$ cat src/rtl/core/ptpr_pkg.sv
// ptpr_pkg: constants, types and the arctangent table for the point to polar filter
// no dependencies
`timescale 1ns / 1ps
package ptpr_pkg;
  localparam int CordicStagesDef = 16;
  localparam int CoordBitsDef    = 24;
  localparam int XyBits    = 35;   // guarded magnitude plus growth and sign
  localparam int ZBits     = 23;
  localparam int RadBits   = 25;
  localparam int AngBits   = 16;
  localparam int CfgIdxBits = 2;
  localparam int CfgDataBits = 25;
  localparam logic [CfgIdxBits-1:0] RegMaxRadius = 2'd0;
  localparam logic [CfgIdxBits-1:0] RegMaxHeadRot = 2'd1;
  localparam logic [CfgIdxBits-1:0] RegCameraFov = 2'd2;
  localparam logic [RadBits-1:0] RadiusMax = 25'd23726566;
  localparam logic [23:0] InvGain = 24'd10188014;
  localparam logic signed [17:0] Deg180 = 18'sd23040;
  localparam logic signed [17:0] Deg360 = 18'sd46080;
  localparam logic signed [17:0] Deg90 = 18'sd11520;

  typedef struct packed {
    logic signed [CoordBitsDef-1:0] point_x;
    logic signed [CoordBitsDef-1:0] point_y;
    logic [1:0]                     point_kind;
    logic signed [CoordBitsDef-1:0] robot_x;
    logic signed [CoordBitsDef-1:0] robot_y;
    logic signed [AngBits-1:0]      robot_heading;
  } point_pose_t;

  typedef struct packed {
    logic [RadBits-1:0]        radius;
    logic signed [AngBits-1:0] bearing;
    logic [1:0]                kind_out;
    logic                      relevant;
  } polar_flag_t;

  typedef struct packed {
    logic signed [XyBits-1:0] x;
    logic signed [XyBits-1:0] y;
    logic signed [ZBits-1:0]  z;
    logic                     zero;
    logic                     neg_x;
    logic                     neg_y;
    logic signed [17:0]       head;
    logic [1:0]               kind;
  } cell_t;

  function automatic logic signed [ZBits-1:0] atan_lookup(input int i);
    logic signed [ZBits-1:0] r;
    case (i)
      0: r = 23'sd1474560;  1: r = 23'sd870484;  2: r = 23'sd459940;
      3: r = 23'sd233473;   4: r = 23'sd117189;  5: r = 23'sd58652;
      6: r = 23'sd29333;    7: r = 23'sd14667;   8: r = 23'sd7334;
      9: r = 23'sd3667;    10: r = 23'sd1833;   11: r = 23'sd917;
      12: r = 23'sd458;    13: r = 23'sd229;    14: r = 23'sd115;
      15: r = 23'sd57;     16: r = 23'sd29;     17: r = 23'sd14;
      18: r = 23'sd7;      19: r = 23'sd4;      20: r = 23'sd2;
      21: r = 23'sd1;
      default: r = '0;
    endcase
    return r;
  endfunction
endpackage

$ cat src/rtl/core/ptpr_cell.sv
// ptpr_cell: one cordic vectoring iteration, registered
// depends on ptpr_pkg
`timescale 1ns / 1ps
module ptpr_cell #(
  parameter int Shift = 0
) (
  input  logic             clk_i,
  input  logic             rst_ni,
  input  logic             en_i,
  input  logic             valid_i,
  input  ptpr_pkg::cell_t  cell_i,
  output logic             valid_o,
  output ptpr_pkg::cell_t  cell_o
);
  logic            valid_q;
  ptpr_pkg::cell_t cell_q, cell_d;
  logic signed [ptpr_pkg::XyBits-1:0] xs, ys;
  localparam logic signed [ptpr_pkg::ZBits-1:0] Atan = ptpr_pkg::atan_lookup(Shift);

  always_comb begin
    xs = cell_i.x >>> Shift;
    ys = cell_i.y >>> Shift;
    cell_d = cell_i;
    if (!cell_i.y[ptpr_pkg::XyBits-1]) begin
      cell_d.x = cell_i.x + ys;
      cell_d.y = cell_i.y - xs;
      cell_d.z = cell_i.z + Atan;
    end else begin
      cell_d.x = cell_i.x - ys;
      cell_d.y = cell_i.y + xs;
      cell_d.z = cell_i.z - Atan;
    end
  end

  always_ff @(posedge clk_i or negedge rst_ni) begin
    if (!rst_ni) valid_q <= 1'b0;
    else if (en_i) valid_q <= valid_i;
  end
  always_ff @(posedge clk_i) begin
    if (en_i) cell_q <= cell_d;
  end
  assign valid_o = valid_q;
  assign cell_o = cell_q;
endmodule

$ cat config.mk
export PLATFORM = sky130hd
export DESIGN_NAME = ptpr_cell
export DESIGN_NICKNAME = d
export VERILOG_FILES = /design/src/rtl/core/ptpr_pkg.sv /design/src/rtl/core/ptpr_cell.sv
export SDC_FILE = /design/constraint.sdc
export NUM_CORES = 1
export LEC_CHECK = 0
export BUFFER_PORTS_ARGS = -buffer_cell sky130_fd_sc_hd__buf_2
export CAP_MARGIN = 20
export CORE_UTILIZATION = 39
export CTS_BUF_LIST = sky130_fd_sc_hd__clkbuf_8
export CTS_CLUSTER_SIZE = 24
export DETAILED_ROUTE_END_ITERATION = 12
export GPL_ROUTABILITY_DRIVEN = 0
export HOLD_SLACK_MARGIN = 0.05
export PLACE_DENSITY = 0.61
export SYNTH_ARGS = -nofsm -noshare
export SYNTH_HDL_FRONTEND = slang
export SYNTH_SLANG_ARGS = --single-unit
$ cat constraint.sdc
create_clock -name clk_i -period 0.9 [get_ports clk_i]
set_input_delay 0.09 -clock clk_i [delete_from_list [all_inputs] [get_ports clk_i]]
set_output_delay 0.09 -clock clk_i [all_outputs]
set_load 0.05 [all_outputs]
==> results.sh, run 1 <==
export IMPL_total_power_mw=26.1
export IMPL_dp_final_hpwl_um=28000
export IMPL_yosysSeqAreaShare_pct=35.7
export IMPL_antenna_found_initial=0
export IMPL_placementRows=57
export IMPL_initial_core_util_pct=40.0
export IMPL_clk_pin_slew_worst_paths_ns=0.09
export IMPL_power_density_nw_per_um2=1480
export IMPL_cp_end_kind="flip-flop"
export IMPL_grtUsageMet1_pct=37.9
export IMPL_drcViolationCount=0
export IMPL_grt_util_met3_pct=5.82
export IMPL_crit_type="in -> reg"
export IMPL_path_buf_inv=4
export IMPL_synth_edf_count=115
export IMPL_maxCapViolations=0
export IMPL_setup_slack_ns=-1.40
export IMPL_portBuffers=236
export IMPL_grt_ovfl_total=0
export IMPL_diodes=0
export IMPL_cpPeakStageDelay_ns=0.36
export IMPL_busiest_layer="met2"
export IMPL_grtUsageMet2_pct=48.2
export IMPL_drive_gt1_share_pct=53.9
export IMPL_arrival_ns=2.51
export IMPL_dr_pass1_iters=5
export IMPL_synth_cell_area_um2=9750
export IMPL_cts_tree="done"
export IMPL_cp_slowest_cell="a2111oi_4"
export IMPL_final_hold_viol_count=0
export IMPL_synth_nets=1289
export IMPL_clkSinkCount=116
export IMPL_slew_headroom_pct=63.7
export IMPL_fin_crit_sh_pct=256
export IMPL_synth_top_area_share_pct=35.4
export IMPL_io_pin_count=237
export IMPL_cp_start_kind="input port"
export IMPL_fmax_mhz=434
export IMPL_die_area_um2=25600
export IMPL_worst_pin_slew_ns=0.540
export IMPL_crit_chain="buf_8, inv_4, ha_4, buf_6, nor2b_4, nor4_4, a211oi_2, o21a_1, o31a_1, a31o_4, buf_12, a2111oi_4, a21oi_2, xnor2_1"
export IMPL_outcome="finished with violations"
export IMPL_synth_avg_cell_area_um2=9.24
export IMPL_drtIter0Drc=1133
export IMPL_clock_skew_ns=0
export IMPL_synth_largest_area_cell="edfxtp_1"
export IMPL_final_util_pct=72.3
export IMPL_core_area_um2=24400
export IMPL_ys_ff_latch=116
export IMPL_dr_total_vias=11100
export IMPL_cp_max_fo=3
export IMPL_yosys_warnings=0
export IMPL_via_per_inst=5.41
export IMPL_synth_cell_types=75
export IMPL_ctsHtreeMaxLevel=4
export IMPL_root_buffer="clkbuf_8"
export IMPL_grt_first_pass_wirelength_um=58500
export IMPL_clockBufferDepth=2
export IMPL_syn2layout_area_growth_pct=80.9
export IMPL_leakagePower_nw=7.89
export IMPL_synthFlopType="edfxtp_1"
export IMPL_syn_instance_count=1055
export IMPL_grt_pass1_vias=11000
export IMPL_cts_buffers=17
export IMPL_rsz0062_at_grt="yes"
export IMPL_die_h_um=160
export IMPL_path_delay_family="compound AO/OA/AOI/OAI gates"
export IMPL_clk_latency_ns=0.44
export IMPL_fin_nets=1949
export IMPL_min_period_ns=2.30
export IMPL_synth_area_leaders="edfxtp_1, ha_1, a21oi_1"
export IMPL_track_usage_pct=29.1
export IMPL_final_antenna_net_count=0
export IMPL_peakVddDrop_mv=1.00
export IMPL_setup_viol=186
export IMPL_async_flop_share_pct=0.862
export IMPL_drv_slew=0
export IMPL_fp_dieW_um=160
export IMPL_place_ws_ns=-2.14
export IMPL_wl_per_cell_um=19.2
export IMPL_cp_required_ns=1.11
export IMPL_grt_max_degree=44
export IMPL_violations="setup timing"
export IMPL_min_path_type="in -> reg"
export IMPL_routed_wl_um=39400
-- cell usage in the layout, fill, tap and decap left out, drive strengths merged, types with 7 or more instances in the layout --
cell type / instances
o21ai: 72
o21bai: 23
ha: 110
a31oi: 8
nand3: 15
nand4: 9
o211ai: 7
nor3: 21
o21a: 9
nor4: 10
xor2: 15
nor2: 74
dlygate4sd3: 45
a21o: 18
nand2: 50
a21oi: 116
xnor2: 58
inv: 113
a211oi: 20
mux2i: 19
nor2b: 14
edfxtp: 115
a221oi: 7
clkbuf: 17
buf: 644
or2: 7
o31ai: 15
-- metal layers --
metal  up-vias  share of wire (%)
met5         -                  0
met4         0                3.3
met2       583                 47
met1      5280                 41
li1       5138                  -
met3       104                8.0
-- cells by family (layout without fill, tap and decap cells) --
group | after synthesis | count (layout) | synth area share (%)
fa+ha+maj | 114 | 114 | 14.9
flops | 116 | 116 | 35.7
mux | 22 | 22 | 2.30
simple gates | 227 | 227 | 11.1
buf+inv | 157 | 830 | 6.27
compound gates | 346 | 346 | 23.2
xor+xnor | 73 | 73 | 6.56
-- what timing repair did --
item,CTS,global route
pin swaps,107,111
setup endpoints to repair,187,187
setup buffers,37,28
gates cloned,0,0
gates resized for setup,410,121
hold endpoints to repair,45,0
hold buffers,45,0
-- power breakdown --
| part | internal [mW] | switching (mW) | leakage (nW) |
|---|---|---|---|
| Combinational | 5.99 | 7.64 | 6.57 |
| Sequential | 6.96 | 0.465 | 1.14 |
| Clock | 2.25 | 2.75 | 0.185 |
-- final timing paths --
check / startpoint / to / slack (ns) / cells past startpoint
max: cell_i[52] / cell_o[114] / -1.40 / 14
min: en_i / valid_o / 0.08 / 2
max reg2reg: valid_o / valid_o / 0.10 / 1
min reg2reg: valid_o / valid_o / 0.56 / 1
max in group asynchronous: rst_ni / valid_o / 0.27 / 3
min in group asynchronous: rst_ni / valid_o / 0.52 / 3
-- flip-flops by register name, summed over array words and instances, names as in the netlist --
name and count:
cell_o 115, valid_o 1
-- synthesized netlist by cell type, types with 4 or more instances --
cell type,n
and3_1,4
buf_2,15
a221oi_1,7
xor2_1,15
a21oi_1,116
nor2b_1,14
nor2_1,74
nand4_1,9
and2_1,6
o211ai_1,7
or2_2,4
nor3_1,21
o21ai_1,17
nand3_1,15
buf_1,13
nand2_1,50
o21bai_1,23
o21ai_0,55
a31oi_1,7
o221ai_1,4
nor4_1,9
ha_1,110
inv_1,99
or3_1,5
a211oi_1,18
inv_2,8
edfxtp_1,115
clkbuf_1,19
xnor2_1,58
fa_1,4
a21o_1,18
nand2b_1,5
o31ai_1,15
o21a_1,9
mux2i_1,19
-- area by class of cell --
cell class              count  area [um^2]
clock buffers              17          234
inverters                 109          433
well taps                 324          405
flip-flops and latches    116         3480
multi-input cells         782         7200
clock inverters            15          145
repair buffers            689         5740
fillers                  1674         6760
-- per-stage QoR --
step / instances / cell area [um^2] / setup TNS, ns / hold WS, ns
global placement: 1927 / 14300 / -107.43 / -0.135
global route: 2052 / 17600 / -104.22 / 0.0605
detailed placement: 1927 / 14300 / -109.75 / -0.133
finish: 2052 / 17600 / -96.00 / 0.0794
CTS: 2033 / 16900 / -94.43 / 0.0600
floorplan: 1055 / 10300 / -76.89 / -0.206
Power figures use the tool's default switching activity.
==> run 2, diff against run 1 <==
- CELL_PAD_IN_SITES_DETAIL_PLACEMENT: not set -> 1
- CELL_PAD_IN_SITES_GLOBAL_PLACEMENT: not set -> 1
- PLACE_DENSITY: 0.61 -> 0.82
==> results.sh, run 2 <==
export IMPL_io_pin_count=237
export IMPL_synth_cell_types=75
export IMPL_async_flop_share_pct=0.862
export IMPL_synth_top_area_share_pct=35.4
export IMPL_placementRows=57
export IMPL_outcome="did not finish"
export IMPL_synth_common_cells="a21oi_1, edfxtp_1, ha_1, inv_1, nor2_1"
export IMPL_root_buffer="clkbuf_8"
export IMPL_yosysMostFrequentCell="a21oi_1"
export IMPL_grt_max_degree=52
export IMPL_error="[ERROR GRT-0232] Routing congestion too high. Check the congestion heatmap in the GUI."
export IMPL_synth_top_family_by_area="compound AO/OA/AOI/OAI gates"
export IMPL_synthXorXnorAreaFrac_pct=6.56
export IMPL_cts_buffers=17
export IMPL_haltStage="global routing (5_1_grt)"
export IMPL_synth_nets=1289
export IMPL_synth_cell_area_um2=9750
export IMPL_yosysSeqAreaShare_pct=35.7
export IMPL_grt_ovfl_total=14
export IMPL_yosys_warnings=0
export IMPL_clockBufferDepth=2
export IMPL_clkSinkCount=116
export IMPL_fp_dieW_um=160
export IMPL_die_h_um=160
export IMPL_dp_final_hpwl_um=35500
export IMPL_portBuffers=236
export IMPL_synth_largest_area_cell="edfxtp_1"
export IMPL_synth_edf_count=115
export IMPL_synth_fa_ha_area_share_pct=14.9
export IMPL_synth_area_leaders="edfxtp_1, ha_1, a21oi_1"
export IMPL_track_usage_pct=73.8
export IMPL_syn_instance_count=1055
export IMPL_ys_ff_latch=116
export IMPL_synth_compound_area_share_pct=23.2
export IMPL_dp_cells=1933
export IMPL_synth_avg_cell_area_um2=9.24
export IMPL_synthFlopType="edfxtp_1"
export IMPL_synth_simple_gate_area_share_pct=11.1
export IMPL_synth_mux_area_share_pct=2.30
export IMPL_ctsHtreeMaxLevel=4
export IMPL_initial_core_util_pct=40.0
-- run 2: cell counts after synthesis --
Identical to the previous run, type by type.
-- run 2: routing by layer --
layer | GRT overflow | GRT usage (%)
met1 | 0 | 74.1
met2 | 6 | 90.8
met3 | 0 | 58.8
met4 | 8 | 71.8
met5 | 0 | 25.8
-- run 2: per-stage QoR --
step	hold WS, ns	setup TNS [ns]	setup WS (ns)	cell area, um^2
after floorplan	-0.206	-76.89	-1.53	10300
after global placement	-0.135	-109.27	-1.96	14400
after detailed placement	-0.133	-118.89	-2.22	14400
after CTS	0.0569	-101.97	-1.51	17600
-- run 2: repair_timing --
item | CTS
endpoints found under the hold margin | 44
hold buffers | 44
gates resized for setup | 523
buffers inserted | 58
endpoints found under the setup margin | 186
pin swaps | 114
-- run 2: logic make-up after synthesis --
logic type | Yosys count
AOI/OAI and AO/OA | 346
and+or+nand+nor | 227
buffers and inverters | 157
DFF | 116
adders and majority gates | 114
xor gates and xnor gates | 73
muxes | 22
==> run 3, diff against run 2 <==
- CELL_PAD_IN_SITES_DETAIL_PLACEMENT: 1 -> not set
- CELL_PAD_IN_SITES_GLOBAL_PLACEMENT: 1 -> not set
- CORE_UTILIZATION: 39 -> 24
- CTS_BUF_LIST: sky130_fd_sc_hd__clkbuf_8 -> not set
- CTS_CLUSTER_SIZE: 24 -> not set
- HOLD_SLACK_MARGIN: 0.05 -> not set
- PLACE_DENSITY: 0.82 -> not set
- PLACE_DENSITY_LB_ADDON: not set -> 0.15
==> results.sh, run 3 (same netlist as run 1, synthesis figures left out) <==
export IMPL_outcome="finished with violations"
export IMPL_violations="setup timing"
export IMPL_grt_max_degree=39
export IMPL_final_setup_tns_ns=-94.30
export IMPL_cp_max_fo=3
export IMPL_whs_path_depth=3
export IMPL_fp_dieW_um=204
export IMPL_reg2regPathDepth=1
export IMPL_crit_type="in -> reg"
export IMPL_highest_layer="met4"
export IMPL_final_cell_mix="buf_4, buf_6, edfxtp_1"
export IMPL_via_per_inst=4.67
export IMPL_peakVddDrop_mv=1.29
export IMPL_routed_wl_um=40500
export IMPL_cp_end_kind="flip-flop"
export IMPL_min_period_ns=2.41
export IMPL_placementRows=73
export IMPL_dr_pass1_iters=5
export IMPL_root_buffer="clkbuf_16"
export IMPL_drive_gt1_share_pct=55.2
export IMPL_fin_crit_sh_pct=267
export IMPL_dr_wl_met3_um=1710
export IMPL_dp_cells=2139
export IMPL_cp_start_kind="input port"
export IMPL_r2r_slack_ns=0.13
export IMPL_drcViolationCount=0
export IMPL_io_pin_count=237
export IMPL_clock_skew_ns=0
export IMPL_power_density_nw_per_um2=1580
export IMPL_min_to="cell_o[81]"
export IMPL_slew_headroom_pct=65.4
export IMPL_wl_per_cell_um=18.0
export IMPL_diodes=0
export IMPL_worst_pin_slew_ns=0.516
export IMPL_grt_first_pass_wirelength_um=61000
export IMPL_grt_ovfl_total=0
export IMPL_worst_r2r_startpoint="valid_o"
export IMPL_antenna_found_initial=0
export IMPL_fmax_mhz=415
export IMPL_syn2layout_area_growth_pct=88.3
export IMPL_maxCapViolations=0
export IMPL_portBuffers=236
export IMPL_combPwrFrac_pct=47.8
export IMPL_clkSinkCount=116
export IMPL_die_area_um2=41400
export IMPL_cp_required_ns=1.08
export IMPL_wl_met2_um=18900
export IMPL_wl_met1_um=19100
export IMPL_drtIter0Drc=533
export IMPL_cts_tree="done"
export IMPL_setup_viol=187
export IMPL_largest_reg_flops=115
export IMPL_total_power_mw=29.0
export IMPL_final_antenna_net_count=0
export IMPL_initial_core_util_pct=24.4
export IMPL_die_h_um=204
export IMPL_dp_final_hpwl_um=32100
export IMPL_swShare_pct=37.8
export IMPL_seqPwrFrac_pct=25.5
export IMPL_dr_total_vias=10500
export IMPL_r2r_end="valid_o"
export IMPL_cp_slowest_cell="o311ai_4"
export IMPL_final_hold_viol_count=0
export IMPL_min_from="cell_i[81]"
export IMPL_cpPeakStageDelay_ns=0.38
export IMPL_p_switching_mw=11.0
export IMPL_fin_nets=1948
export IMPL_clk_pin_slew_worst_paths_ns=0.06
export IMPL_cts_buffers=17
export IMPL_grt_pass1_vias=10700
export IMPL_min_path_type="in -> reg"
export IMPL_track_usage_pct=19.3
export IMPL_clk_latency_ns=0.43
export IMPL_rsz0062_at_grt="yes"
export IMPL_leakagePower_nw=8.12
export IMPL_core_area_um2=39900
export IMPL_clockBufferDepth=2
export IMPL_ctsHtreeMaxLevel=4
export IMPL_arrival_ns=2.59
export IMPL_p_int_mw=18.0
export IMPL_drv_slew=0
export IMPL_place_ws_ns=-2.24
export IMPL_crit_chain="buf_8, clkinvlp_4, ha_4, nor2b_4, o311ai_4, a211oi_2, o21a_1, o31a_1, a31o_4, a211o_1, a32oi_2, xnor2_2"
export IMPL_fin_cells=2252
export IMPL_setup_slack_ns=-1.51
export IMPL_layout_commonest_cell="buf_4"
export IMPL_p_clk_share_pct=26.7
[run 3: timing repair]
action / in CTS / in global routing
cloned: 0 / 0
pin swaps: 102 / 134
hold buffers: 42 / 0
hold endpoints to repair: 42 / 0
buffers inserted: 38 / 25
resized for setup: 439 / 145
endpoints found under the setup margin: 189 / 189
[run 3: stage by stage]
step	hold WS [ns]	cell area, um^2	util [%]
final	0.0509	18400	46.0
after floorplan	-0.206	10300	-
after global placement	-0.135	14600	36.6
after CTS	0.0130	17700	44.3
after detailed placement	-0.134	14600	36.6
after global routing	0.0379	18400	46.0
[run 3: worst max path at each step]
| stage | start | to | slack [ns] | depth (start not counted) |
|---|---|---|---|---|
| after floorplan | cell_i[47] | cell_o[110] | -1.53 | 11 |
| after global placement | cell_i[47] | cell_o[77] | -2.23 | 13 |
| after detailed placement | cell_i[47] | cell_o[77] | -2.24 | 13 |
| after CTS | cell_i[47] | cell_o[75] | -1.50 | 12 |
| after global routing | cell_i[54] | cell_o[80] | -1.55 | 14 |
| final | cell_i[47] | cell_o[75] | -1.51 | 12 |
[run 3: layout make-up]
type	count	area (um^2)
Clock buffer	17	425
Clock inverter	15	228
Fill cell	3816	21600
Inverter	109	435
Multi-Input combinational cell	782	7390
Sequential cell	116	3480
Tap cell	525	657
Timing Repair Buffer	688	5750
[run 3: per-layer routing]
layer / GRT usage, % / vias up
li1: - / 5139
met3: 2.67 / 34
met5: 0 / -
met2: 31.1 / 262
met1: 26.3 / 5084
met4: 6.39 / 0
[run 3: power by group through the flow]
stage / logic, mW / clock network [mW] / registers (mW)
CTS: 13.1 / 7.90 / 7.42
finish: 13.8 / 7.73 / 7.40
floorplan: 3.88 / 0 / 9.91
global route: 14.6 / 8.08 / 7.46
detailed placement: 11.0 / 0 / 7.33
global placement: 11.0 / 0 / 7.32
[run 3: worst max-delay path: cells and delay by family]
kind            cells  cell delay, ns
compound gates      7            1.86
fa+ha+maj           1            0.30
buf+inv             2            0.18
xor+xnor            1            0.10
simple gates        1            0.05
